`config.mk`:
```
export PLATFORM = sky130hd
export DESIGN_NAME = pid_steering_motor_mixer_unit
export DESIGN_NICKNAME = d
export VERILOG_FILES = /design/src/rtl/pmm_pkg.sv /design/src/rtl/pmm_seq.sv /design/src/rtl/pmm_dp.sv /design/src/rtl/pid_steering_motor_mixer_unit.sv
export SDC_FILE = /design/constraint.sdc
export NUM_CORES = 2
export LEC_CHECK = 0
export ABC_AREA = 1
export BUFFER_PORTS_ARGS = -buffer_cell sky130_fd_sc_hd__buf_4
export CAP_MARGIN = 40
export CORE_MARGIN = 1.5
export CORE_UTILIZATION = 59
export CTS_CLUSTER_SIZE = 28
export DETAILED_ROUTE_END_ITERATION = 8
export HOLD_SLACK_MARGIN = 0.15
export PLACE_DENSITY_LB_ADDON = 0.15
export SLEW_MARGIN = 40
export SYNTH_ARGS = -nofsm -noshare
export SYNTH_HDL_FRONTEND = slang
export SYNTH_SLANG_ARGS = --single-unit
```
`constraint.sdc`:
```
create_clock -name clk -period 7.6 [get_ports clk]
set_clock_uncertainty 0.05 [all_clocks]
set_input_delay 1.14 -clock clk [delete_from_list [all_inputs] [get_ports clk]]
set_output_delay 1.14 -clock clk [all_outputs]
set_load 0.005 [all_outputs]
```
`src/rtl/pmm_pkg.sv`:
```
// Shared types, constants and the microcode ROM of the steering PID motor mixer.
package pmm_pkg;

	// Fixed-point formats
	localparam int ERR_FRAC_BITS  = 8;
	localparam int GAIN_FRAC_BITS = 12;

	// Field and register widths
	localparam int ERR_W     = 16;
	localparam int GAIN_W    = 16;
	localparam int LIMIT_W   = 15;
	localparam int SPEED_W   = 8;
	localparam int PERIOD_W  = 20;
	localparam int PULSE_W   = 20;
	localparam int COR_W     = 16;
	localparam int ACC_SUM_W = ERR_W + 1;
	localparam int CFG_IDX_W  = 3;
	localparam int CFG_DATA_W = 20;
	localparam int OUT_DATA_W = COR_W + 4 * PULSE_W;

	// Datapath widths
	localparam int MUL_W   = 27;
	localparam int PROD_W  = 2 * MUL_W;
	localparam int RAW_W   = 36;
	localparam int GAIN_RND = (1 << GAIN_FRAC_BITS) - 1;
	localparam int TGT_W   = ((SPEED_W + ERR_FRAC_BITS > COR_W) ?
		(SPEED_W + ERR_FRAC_BITS) : COR_W) + 1;
	localparam int DUTY_W    = 7;
	localparam int DUTY_FULL = 100;

	// duty * period / 100 is taken as ((duty * period) >> 2) / 25, the last
	// division by an exact reciprocal multiply
	localparam int DP_W      = DUTY_W + PERIOD_W;
	localparam int DIV_SHIFT = 2;
	localparam int DIV_D     = DUTY_FULL >> DIV_SHIFT;
	localparam int DIV_K     = DP_W - DIV_SHIFT + 5;
	localparam longint RECIP_M = ((64'sd1 <<< DIV_K) + DIV_D - 1) / DIV_D;

	// Reset values of the registers
	localparam logic [GAIN_W-1:0]   KP_RST     = 16'd2458;
	localparam logic [GAIN_W-1:0]   KI_RST     = 16'd41;
	localparam logic [GAIN_W-1:0]   KD_RST     = 16'd5325;
	localparam logic [LIMIT_W-1:0]  OLIM_RST   = 15'd10240;
	localparam logic [LIMIT_W-1:0]  ILIM_RST   = 15'd768;
	localparam logic signed [SPEED_W-1:0] BASE_RST = 8'sd20;
	localparam logic [PERIOD_W-1:0] PERIOD_RST = 20'd83333;

	// Register indexes
	localparam logic [CFG_IDX_W-1:0] REG_KP     = 3'd0;
	localparam logic [CFG_IDX_W-1:0] REG_KI     = 3'd1;
	localparam logic [CFG_IDX_W-1:0] REG_KD     = 3'd2;
	localparam logic [CFG_IDX_W-1:0] REG_OLIM   = 3'd3;
	localparam logic [CFG_IDX_W-1:0] REG_ILIM   = 3'd4;
	localparam logic [CFG_IDX_W-1:0] REG_BASE   = 3'd5;
	localparam logic [CFG_IDX_W-1:0] REG_PERIOD = 3'd6;

	typedef struct packed {
		logic [GAIN_W-1:0]          kp_gain;
		logic [GAIN_W-1:0]          ki_gain;
		logic [GAIN_W-1:0]          kd_gain;
		logic [LIMIT_W-1:0]         output_limit;
		logic [LIMIT_W-1:0]         integral_limit;
		logic signed [SPEED_W-1:0]  base_speed;
		logic [PERIOD_W-1:0]        pwm_period;
	} cfg_t;

	// Microcode
	localparam int PC_W = 4;

	typedef enum logic [3:0] {
		OP_NOP,
		OP_INTEG,
		OP_RAW_CLR,
		OP_RAW_ADD,
		OP_ROUND,
		OP_COR,
		OP_TARGET,
		OP_PULSE,
		OP_DONE
	} op_t;

	typedef enum logic [2:0] {
		MUL_NONE,
		MUL_KP_E,
		MUL_KI_ACC,
		MUL_KD_DE,
		MUL_DUTY_PWM,
		MUL_RECIP
	} mul_sel_t;

	typedef enum logic {
		JMP_NEVER,
		JMP_IF_LEFT
	} jmp_t;

	typedef struct packed {
		op_t            op;
		mul_sel_t       mul;
		jmp_t           jmp;
		logic [PC_W-1:0] target;
	} uword_t;

	typedef struct packed {
		logic   start;
		uword_t uw;
	} ctrl_t;

	typedef enum logic {
		SEQ_IDLE,
		SEQ_RUN
	} seq_state_t;

	localparam logic [PC_W-1:0] PC_SIDE_LOOP = 4'd7;

	function automatic uword_t ucode(logic [PC_W-1:0] pc);
		uword_t w;
		w = '{op: OP_NOP, mul: MUL_NONE, jmp: JMP_NEVER, target: '0};
		case (pc)
			4'd0:  w.op = OP_INTEG;
			4'd1:  begin w.op = OP_RAW_CLR; w.mul = MUL_KP_E; end
			4'd2:  begin w.op = OP_RAW_ADD; w.mul = MUL_KI_ACC; end
			4'd3:  begin w.op = OP_RAW_ADD; w.mul = MUL_KD_DE; end
			4'd4:  w.op = OP_RAW_ADD;
			4'd5:  w.op = OP_ROUND;
			4'd6:  w.op = OP_COR;
			4'd7:  w.op = OP_TARGET;
			4'd8:  w.mul = MUL_DUTY_PWM;
			4'd9:  w.mul = MUL_RECIP;
			4'd10: begin
				w.op = OP_PULSE;
				w.jmp = JMP_IF_LEFT;
				w.target = PC_SIDE_LOOP;
			end
			4'd11: w.op = OP_DONE;
			default: w.op = OP_DONE;
		endcase
		return w;
	endfunction

endpackage

```
`src/rtl/pmm_seq.sv`:
```
// Microcode sequencer: step counter, control ROM and conditional jump.
module pmm_seq (
	input  logic              clk,
	input  logic              arst_n,
	input  logic              in_valid,
	output logic              in_ready,
	input  logic              out_free,
	input  logic              side,
	output pmm_pkg::ctrl_t    ctrl
);

	pmm_pkg::seq_state_t          state_q, state_d;
	logic [pmm_pkg::PC_W-1:0]     pc_q, pc_d;
	pmm_pkg::uword_t              uw;

	assign uw = pmm_pkg::ucode(pc_q);

	always_ff @(posedge clk or negedge arst_n) begin
		if (!arst_n) begin
			state_q <= pmm_pkg::SEQ_IDLE;
			pc_q    <= '0;
		end else begin
			state_q <= state_d;
			pc_q    <= pc_d;
		end
	end

	always_comb begin
		state_d    = state_q;
		pc_d       = pc_q;
		in_ready   = 1'b0;
		ctrl.start = 1'b0;
		ctrl.uw    = '{op: pmm_pkg::OP_NOP, mul: pmm_pkg::MUL_NONE,
			jmp: pmm_pkg::JMP_NEVER, target: '0};
		case (state_q)
			pmm_pkg::SEQ_IDLE: begin
				in_ready = 1'b1;
				if (in_valid) begin
					ctrl.start = 1'b1;
					state_d    = pmm_pkg::SEQ_RUN;
					pc_d       = '0;
				end
			end
			pmm_pkg::SEQ_RUN: begin
				ctrl.uw = uw;
				if (uw.op == pmm_pkg::OP_DONE) begin
					// hold on the last step until the output register is free
					if (out_free) begin
						state_d = pmm_pkg::SEQ_IDLE;
						pc_d    = '0;
					end
				end else if (uw.jmp == pmm_pkg::JMP_IF_LEFT && !side) begin
					pc_d = uw.target;
				end else begin
					pc_d = pc_q + 1'b1;
				end
			end
			default: state_d = pmm_pkg::SEQ_IDLE;
		endcase
	end

endmodule

```
`src/rtl/pmm_dp.sv`:
```
// Datapath: PID state, shared multiplier, clamps, bridge mixing and output register.
module pmm_dp (
	input  logic                              clk,
	input  logic                              arst_n,
	input  pmm_pkg::ctrl_t                    ctrl,
	input  pmm_pkg::cfg_t                     cfg,
	input  logic [pmm_pkg::ERR_W-1:0]         err_in,
	output logic                              side,
	output logic                              out_free,
	output logic                              out_valid,
	input  logic                              out_ready,
	output logic [pmm_pkg::OUT_DATA_W-1:0]    out_data
);

	localparam int ACC_SUM_W = pmm_pkg::ACC_SUM_W;
	localparam int RAW_W     = pmm_pkg::RAW_W;
	localparam int TGT_W     = pmm_pkg::TGT_W;
	localparam int MUL_W     = pmm_pkg::MUL_W;

	logic signed [pmm_pkg::ERR_W-1:0]  e_q, acc_q, prev_q;
	logic signed [ACC_SUM_W-1:0]       de_q;
	logic signed [RAW_W-1:0]           raw_q;
	logic signed [pmm_pkg::COR_W-1:0]  cor_q;
	logic signed [pmm_pkg::PROD_W-1:0] prod_q;
	logic                              side_q, fwd_q, out_valid_q;
	logic [pmm_pkg::DUTY_W-1:0]        duty_q;
	logic [pmm_pkg::PULSE_W-1:0]       lf_q, lr_q, rf_q, rr_q;
	logic [pmm_pkg::OUT_DATA_W-1:0]    out_q;

	// integral update
	logic signed [ACC_SUM_W-1:0] acc_sum, ilim_w, acc_new;
	assign acc_sum = ACC_SUM_W'(e_q) + ACC_SUM_W'(acc_q);
	assign ilim_w  = signed'(ACC_SUM_W'(cfg.integral_limit));
	always_comb begin
		if (acc_sum > ilim_w)
			acc_new = ilim_w;
		else if (acc_sum < -ilim_w)
			acc_new = -ilim_w;
		else
			acc_new = acc_sum;
	end

	// shared multiplier operands
	logic signed [MUL_W-1:0] mul_a, mul_b;
	always_comb begin
		mul_a = '0;
		mul_b = '0;
		case (ctrl.uw.mul)
			pmm_pkg::MUL_KP_E: begin
				mul_a = signed'(MUL_W'(cfg.kp_gain));
				mul_b = MUL_W'(e_q);
			end
			pmm_pkg::MUL_KI_ACC: begin
				mul_a = signed'(MUL_W'(cfg.ki_gain));
				mul_b = MUL_W'(acc_q);
			end
			pmm_pkg::MUL_KD_DE: begin
				mul_a = signed'(MUL_W'(cfg.kd_gain));
				mul_b = MUL_W'(de_q);
			end
			pmm_pkg::MUL_DUTY_PWM: begin
				mul_a = signed'(MUL_W'(duty_q));
				mul_b = signed'(MUL_W'(cfg.pwm_period));
			end
			pmm_pkg::MUL_RECIP: begin
				mul_a = signed'(MUL_W'(prod_q[pmm_pkg::DP_W-1:pmm_pkg::DIV_SHIFT]));
				mul_b = MUL_W'(pmm_pkg::RECIP_M);
			end
			default: begin
				mul_a = '0;
				mul_b = '0;
			end
		endcase
	end

	// correction: truncate toward zero, then symmetric clamp
	logic signed [RAW_W-1:0] raw_sh, olim_w;
	logic signed [pmm_pkg::COR_W-1:0] cor_new;
	assign raw_sh = raw_q >>> pmm_pkg::GAIN_FRAC_BITS;
	assign olim_w = signed'(RAW_W'(cfg.output_limit));
	always_comb begin
		if (raw_sh > olim_w)
			cor_new = pmm_pkg::COR_W'(olim_w);
		else if (raw_sh < -olim_w)
			cor_new = pmm_pkg::COR_W'(-olim_w);
		else
			cor_new = pmm_pkg::COR_W'(raw_sh);
	end

	// wheel target: left is base - correction, right is base + correction
	logic signed [TGT_W-1:0] speed_fx, cor_w, tgt;
	logic [TGT_W-1:0]        tgt_mag, mag_sh;
	logic [pmm_pkg::DUTY_W-1:0] duty_new;
	logic                    fwd_new;
	assign speed_fx = TGT_W'(cfg.base_speed) <<< pmm_pkg::ERR_FRAC_BITS;
	assign cor_w    = TGT_W'(cor_q);
	assign tgt      = side_q ? (speed_fx + cor_w) : (speed_fx - cor_w);
	assign tgt_mag  = tgt[TGT_W-1] ? unsigned'(-tgt) : unsigned'(tgt);
	assign mag_sh   = tgt_mag >> pmm_pkg::ERR_FRAC_BITS;
	assign fwd_new  = !tgt[TGT_W-1] && (mag_sh != '0);
	assign duty_new = (mag_sh > TGT_W'(pmm_pkg::DUTY_FULL)) ?
		pmm_pkg::DUTY_W'(pmm_pkg::DUTY_FULL) : mag_sh[pmm_pkg::DUTY_W-1:0];

	logic [pmm_pkg::PULSE_W-1:0] pulse;
	assign pulse = prod_q[pmm_pkg::DIV_K +: pmm_pkg::PULSE_W];

	logic out_load;
	assign out_free  = !out_valid_q || out_ready;
	assign out_load  = (ctrl.uw.op == pmm_pkg::OP_DONE) && out_free;

	// state registers
	always_ff @(posedge clk or negedge arst_n) begin
		if (!arst_n) begin
			acc_q       <= '0;
			prev_q      <= '0;
			side_q      <= 1'b0;
			out_valid_q <= 1'b0;
		end else begin
			if (ctrl.uw.op == pmm_pkg::OP_INTEG) begin
				acc_q  <= acc_new[pmm_pkg::ERR_W-1:0];
				prev_q <= e_q;
				side_q <= 1'b0;
			end
			if (ctrl.uw.op == pmm_pkg::OP_PULSE)
				side_q <= ~side_q;
			if (out_load)
				out_valid_q <= 1'b1;
			else if (out_ready)
				out_valid_q <= 1'b0;
		end
	end

	// working registers
	always_ff @(posedge clk) begin
		prod_q <= mul_a * mul_b;
		if (ctrl.start)
			e_q <= signed'(err_in);
		case (ctrl.uw.op)
			pmm_pkg::OP_INTEG:   de_q  <= ACC_SUM_W'(e_q) - ACC_SUM_W'(prev_q);
			pmm_pkg::OP_RAW_CLR: raw_q <= '0;
			pmm_pkg::OP_RAW_ADD: raw_q <= raw_q + signed'(prod_q[RAW_W-1:0]);
			pmm_pkg::OP_ROUND:
				if (raw_q[RAW_W-1])
					raw_q <= raw_q + RAW_W'(pmm_pkg::GAIN_RND);
			pmm_pkg::OP_COR:     cor_q <= cor_new;
			pmm_pkg::OP_TARGET: begin
				duty_q <= duty_new;
				fwd_q  <= fwd_new;
			end
			pmm_pkg::OP_PULSE: begin
				if (!side_q) begin
					lf_q <= fwd_q ? pulse : '0;
					lr_q <= fwd_q ? '0 : pulse;
				end else begin
					rf_q <= fwd_q ? pulse : '0;
					rr_q <= fwd_q ? '0 : pulse;
				end
			end
			default: ;
		endcase
		if (out_load)
			out_q <= {rr_q, rf_q, lr_q, lf_q, cor_q};
	end

	assign side      = side_q;
	assign out_valid = out_valid_q;
	assign out_data  = out_q;

endmodule

```
`src/rtl/pid_steering_motor_mixer_unit.sv`:
```
// Top level of the steering PID motor mixer: ports, configuration registers, sequencer and datapath.
//
//  channel   | signals                               | role
//  ----------+---------------------------------------+-------------------------------
//  s_axis    | s_axis_tvalid/tready/tdata[15:0]      | error sample in (Q8.8)
//  m_axis    | m_axis_tvalid/tready/tdata[95:0]      | correction and four pulse widths
//  cfg       | cfg_valid/ready, cfg_index, cfg_data  | register writes, always ready
//
// Each sample runs a 12-step microcode program on one shared 27x27 multiplier,
// with the four mixing steps run once per wheel.
// One sample is in work at a time; s_axis_tready is high only while the sequencer idles.
// A finished result sits in the output register, so the next sample may start while
// it waits; the last step stalls only if the previous result is still untaken.
// Reset clears the integrator, the previous error and all configuration registers to their defaults.
module pid_steering_motor_mixer_unit (
	input  logic                                clk,
	input  logic                                arst_n,
	input  logic                                s_axis_tvalid,
	output logic                                s_axis_tready,
	input  logic [pmm_pkg::ERR_W-1:0]           s_axis_tdata,  // [15:0] err_in
	output logic                                m_axis_tvalid,
	input  logic                                m_axis_tready,
	// [15:0] correction, [35:16] left_fwd_pulse, [55:36] left_rev_pulse,
	// [75:56] right_fwd_pulse, [95:76] right_rev_pulse
	output logic [pmm_pkg::OUT_DATA_W-1:0]      m_axis_tdata,
	input  logic                                cfg_valid,
	output logic                                cfg_ready,
	input  logic [pmm_pkg::CFG_IDX_W-1:0]       cfg_index,
	input  logic [pmm_pkg::CFG_DATA_W-1:0]      cfg_data
);

	pmm_pkg::cfg_t  cfg_q;
	pmm_pkg::ctrl_t ctrl;
	logic           side, out_free;

	assign cfg_ready = 1'b1;

	always_ff @(posedge clk or negedge arst_n) begin
		if (!arst_n) begin
			cfg_q.kp_gain        <= pmm_pkg::KP_RST;
			cfg_q.ki_gain        <= pmm_pkg::KI_RST;
			cfg_q.kd_gain        <= pmm_pkg::KD_RST;
			cfg_q.output_limit   <= pmm_pkg::OLIM_RST;
			cfg_q.integral_limit <= pmm_pkg::ILIM_RST;
			cfg_q.base_speed     <= pmm_pkg::BASE_RST;
			cfg_q.pwm_period     <= pmm_pkg::PERIOD_RST;
		end else if (cfg_valid) begin
			case (cfg_index)
				pmm_pkg::REG_KP:     cfg_q.kp_gain <= cfg_data[pmm_pkg::GAIN_W-1:0];
				pmm_pkg::REG_KI:     cfg_q.ki_gain <= cfg_data[pmm_pkg::GAIN_W-1:0];
				pmm_pkg::REG_KD:     cfg_q.kd_gain <= cfg_data[pmm_pkg::GAIN_W-1:0];
				pmm_pkg::REG_OLIM:
					cfg_q.output_limit <= cfg_data[pmm_pkg::LIMIT_W-1:0];
				pmm_pkg::REG_ILIM:
					cfg_q.integral_limit <= cfg_data[pmm_pkg::LIMIT_W-1:0];
				pmm_pkg::REG_BASE:
					cfg_q.base_speed <= signed'(cfg_data[pmm_pkg::SPEED_W-1:0]);
				pmm_pkg::REG_PERIOD:
					cfg_q.pwm_period <= cfg_data[pmm_pkg::PERIOD_W-1:0];
				default: ;
			endcase
		end
	end

	pmm_seq u_seq (
		.clk      (clk),
		.arst_n   (arst_n),
		.in_valid (s_axis_tvalid),
		.in_ready (s_axis_tready),
		.out_free (out_free),
		.side     (side),
		.ctrl     (ctrl)
	);

	pmm_dp u_dp (
		.clk       (clk),
		.arst_n    (arst_n),
		.ctrl      (ctrl),
		.cfg       (cfg_q),
		.err_in    (s_axis_tdata),
		.side      (side),
		.out_free  (out_free),
		.out_valid (m_axis_tvalid),
		.out_ready (m_axis_tready),
		.out_data  (m_axis_tdata)
	);

endmodule

```
==> results.yml <==
finish:
  multi_input_area_um2: 31800
  post-route-util_pct: 72.3
  seqCellArea_um2: 12700
  n_fill_cell: 6022
  nets: 7258
  drive_gt1_share_pct: 19.4
  syn2layout_area_growth_pct: 21.1
critical_path:
  slowest_delay_ns: 0.60
  path_delay_family: "adder cells"
  crit_path_start_kind: "register"
  r2r_start: "u_seq.pc_q[1]$_DFFE_PN0P_"
  worstPathArrival_ns: 8.34
  slowest_stage: "fa_1"
  cp-end-kind: "register"
  path_buf_inv: 11
  critical_path_class: "reg -> reg"
  r2r_cells: 34
  crit_required_ns: 8.00
  r2r_slack_ns: -0.34
  cp.depth: 34
  path_max_fanout: 13
  crit_path_start: "u_seq.pc_q[1]$_DFFE_PN0P_"
routing:
  firstDrtPassIters: 8
  wire_per_inst_um: 19.2
  drc: 22
  wl_mm: 141
  first_iter_violations: 3088
  postRouteAntennaNets: 0
  vias: 39200
  via_per_inst: 5.35
logic_synthesis:
  ys_seq_area_share_pct: 26.5
  ys_seq_elements: 464
  yosys_most_used_dff: "edfxtp_1"
  yosys-top-cells-count: "1,365 x inv_1, 1,090 x nand2_1, 669 x fa_1"
  synth_most_common_cell: "inv_1"
  synth-async-reset-ratio_pct: 31.3
  synth_cells: 5537
  synth_area_leader_cell: "fa_1"
  synth_top_area_share_pct: 27.8
  syn-cell-area_um2: 48100
  synth_edf_count: 269
  synth_area_leaders: "fa_1 28%, edfxtp_1 17%, inv_1 11%"
  synth_warnings: 0
  avgSynthCellArea_um2: 8.69
  netlist-cell-type-count: 64
global_route:
  grt_pass1_vias: 40400
  grt_pass1_wl_mm: 219
  grt_max_degree: 96
  grt_usage_pct: 34.2
  antenna_found_initial: 0
  grt_overflow: 0
die:
  rows: 104
  die_w_um: 289
  core_area_um2: 80700
  dieArea_um2: 83300
  ioPinCount: 143
  dieHeight_um: 289
  start_util_pct: 59.7
timing:
  rsz0062_at_grt: "true"
  slew_viol_final: 0
  layout_min_cycle_time_ns: 7.94
  min_period_over_period_pct: 105
  hold_viol_final: 0
  clock.fmax_ghz: 0.126
  tightest_slew_ns: 0.831
  max-slew-margin-rel_pct: 44.5
  setup_viol: 28
  setup_ws_ns: -0.343
clock_tree:
  cts_root_buf: "clkbuf_16"
  clock_latency_ns: 0.59
  numCtsBuffers: 46
  clkTransAtPathRegs_ns: 0.06
  h-tree-depth: 2
  cts_tree: "done"
  clock_path_buffers: 3
  cts_sinks: 464
place:
  portBuffers: 141
  post-dp-hpwl_mm: 111
  gp_congestion: 0.975
run:
  max_cap_violations: 0
hold_path:
  hold_path_class: "reg -> reg"
  hold_depth: 0
  holdCritStartpoint: "u_dp.lr_q[15]$_DFFE_PP_"
outcome:
  violations: "DRC, setup timing"
  status: "finished, violations left"
path summary, 6_finish.rpt:
path | to
setup / recovery | u_dp.prod_q[47]$_DFF_P_
hold / removal | u_dp.out_data[51]$_DFFE_PP_
setup reg to reg | u_dp.prod_q[47]$_DFF_P_
hold reg to reg | u_dp.out_data[51]$_DFFE_PP_
max in group asynchronous | u_seq.pc_q[1]$_DFFE_PN0P_
min in group asynchronous | u_dp.prev_q[5]$_DFFE_PN0N_
per-stage QoR:
stage / std cells / setup TNS (ns) / area, um2 / worst slack (ns) / hold slack (ns)
after CTS: 7301 / -3.29 / 57600 / -0.270 / 0.350
after global placement: 7125 / -15.32 / 53600 / -0.721 / 0.350
after floorplan: 5653 / -0.00181 / 48600 / -0.00181 / 0.350
after global routing: 7326 / -12.70 / 58300 / -0.550 / 0.372
final: 7327 / -5.77 / 58300 / -0.343 / 0.357
after detailed placement: 7127 / -17.77 / 53600 / -0.795 / 0.355
metal layers:
metal	global-route usage, %	part of all wire (%)	vias to the layer above
met5	0	0	-
met4	12.1	4.0	0
met3	5.31	7.8	316
met2	56.9	47	1433
met1	45.8	41	19200
li1	-	-	18200
cell families after synthesis:
kind of cell               Yosys count  synth area share (%)
buffers and inverters             1522                  12.2
and+or+nand+nor                   1754                  14.8
AOI/OAI and AO/OA                  666                  7.77
muxes                                4                0.0936
adders and majority gates          986                  36.1
DFF                                464                  26.5
other                                2                0.0156
xor gates and xnor gates           139                  2.53
cells in the final DEF (no fill, tap or decap), types with 26 or more instances in the layout:
master     instances
nand2_2           39
nor3_1            54
fa_1             632
xor2_1            92
fa_2              37
nand3_1          138
xnor2_1           40
a21oi_2           54
o21ai_0          273
nand4_1           36
buf_4            553
dfstp_2           29
nor2_4            37
ha_4              39
buf_12            31
inv_2             81
edfxtp_1         269
inv_1           1288
buf_6             62
nor2_2            26
nand2_1         1038
clkbuf_16         47
ha_1             276
dfxtp_1           48
a21oi_1          176
conb_1           118
dfrtp_1          114
nor2_1           313
worst register-to-register path: cells and delay by family (launching register included):
family,cells,cell delay [ns]
adder cells (fa/ha/maj),9,4.12
AND/OR/NAND/NOR,11,1.46
buffers and inverters,11,1.08
AO/OA/AOI/OAI,2,0.53
flip-flops,1,0.43
XOR/XNOR,1,0.18
registers in the layout, summed over array words and instances (netlist names), 16 cells and up:
name,cells
cfg_q,106
u_dp.rr_q,20
u_dp.cor_q,16
u_dp.lr_q,20
u_dp.raw_q,36
u_dp.rf_q,20
u_dp.e_q,16
u_dp.acc_q,16
u_dp.prev_q,16
u_dp.prod_q,50
u_dp.de_q,17
u_dp.out_data,96
u_dp.lf_q,20
layout make-up:
type / instances / share of cell area (%)
Antenna cell: 1 / 0.00429
Clock buffer: 67 / 2.21
Clock inverter: 19 / 0.305
Inverter: 1394 / 9.12
Multi-Input combinational cell: 3667 / 54.6
Sequential cell: 464 / 21.9
Tap cell: 1060 / 2.27
Timing Repair Buffer: 654 / 9.64
Timing Repair inverter: 1 / 0.0129
what timing repair did:
action                                  CTS  global route
endpoints found under the setup margin   33            33
cloned                                    3             0
resized for setup                       437           145
setup buffers                            95            26
hold buffers                              0             0
pin swaps                               175           133
Power is not shown: default switching activity piles up to over one toggle a cycle in this logic, so the estimate is an artifact.
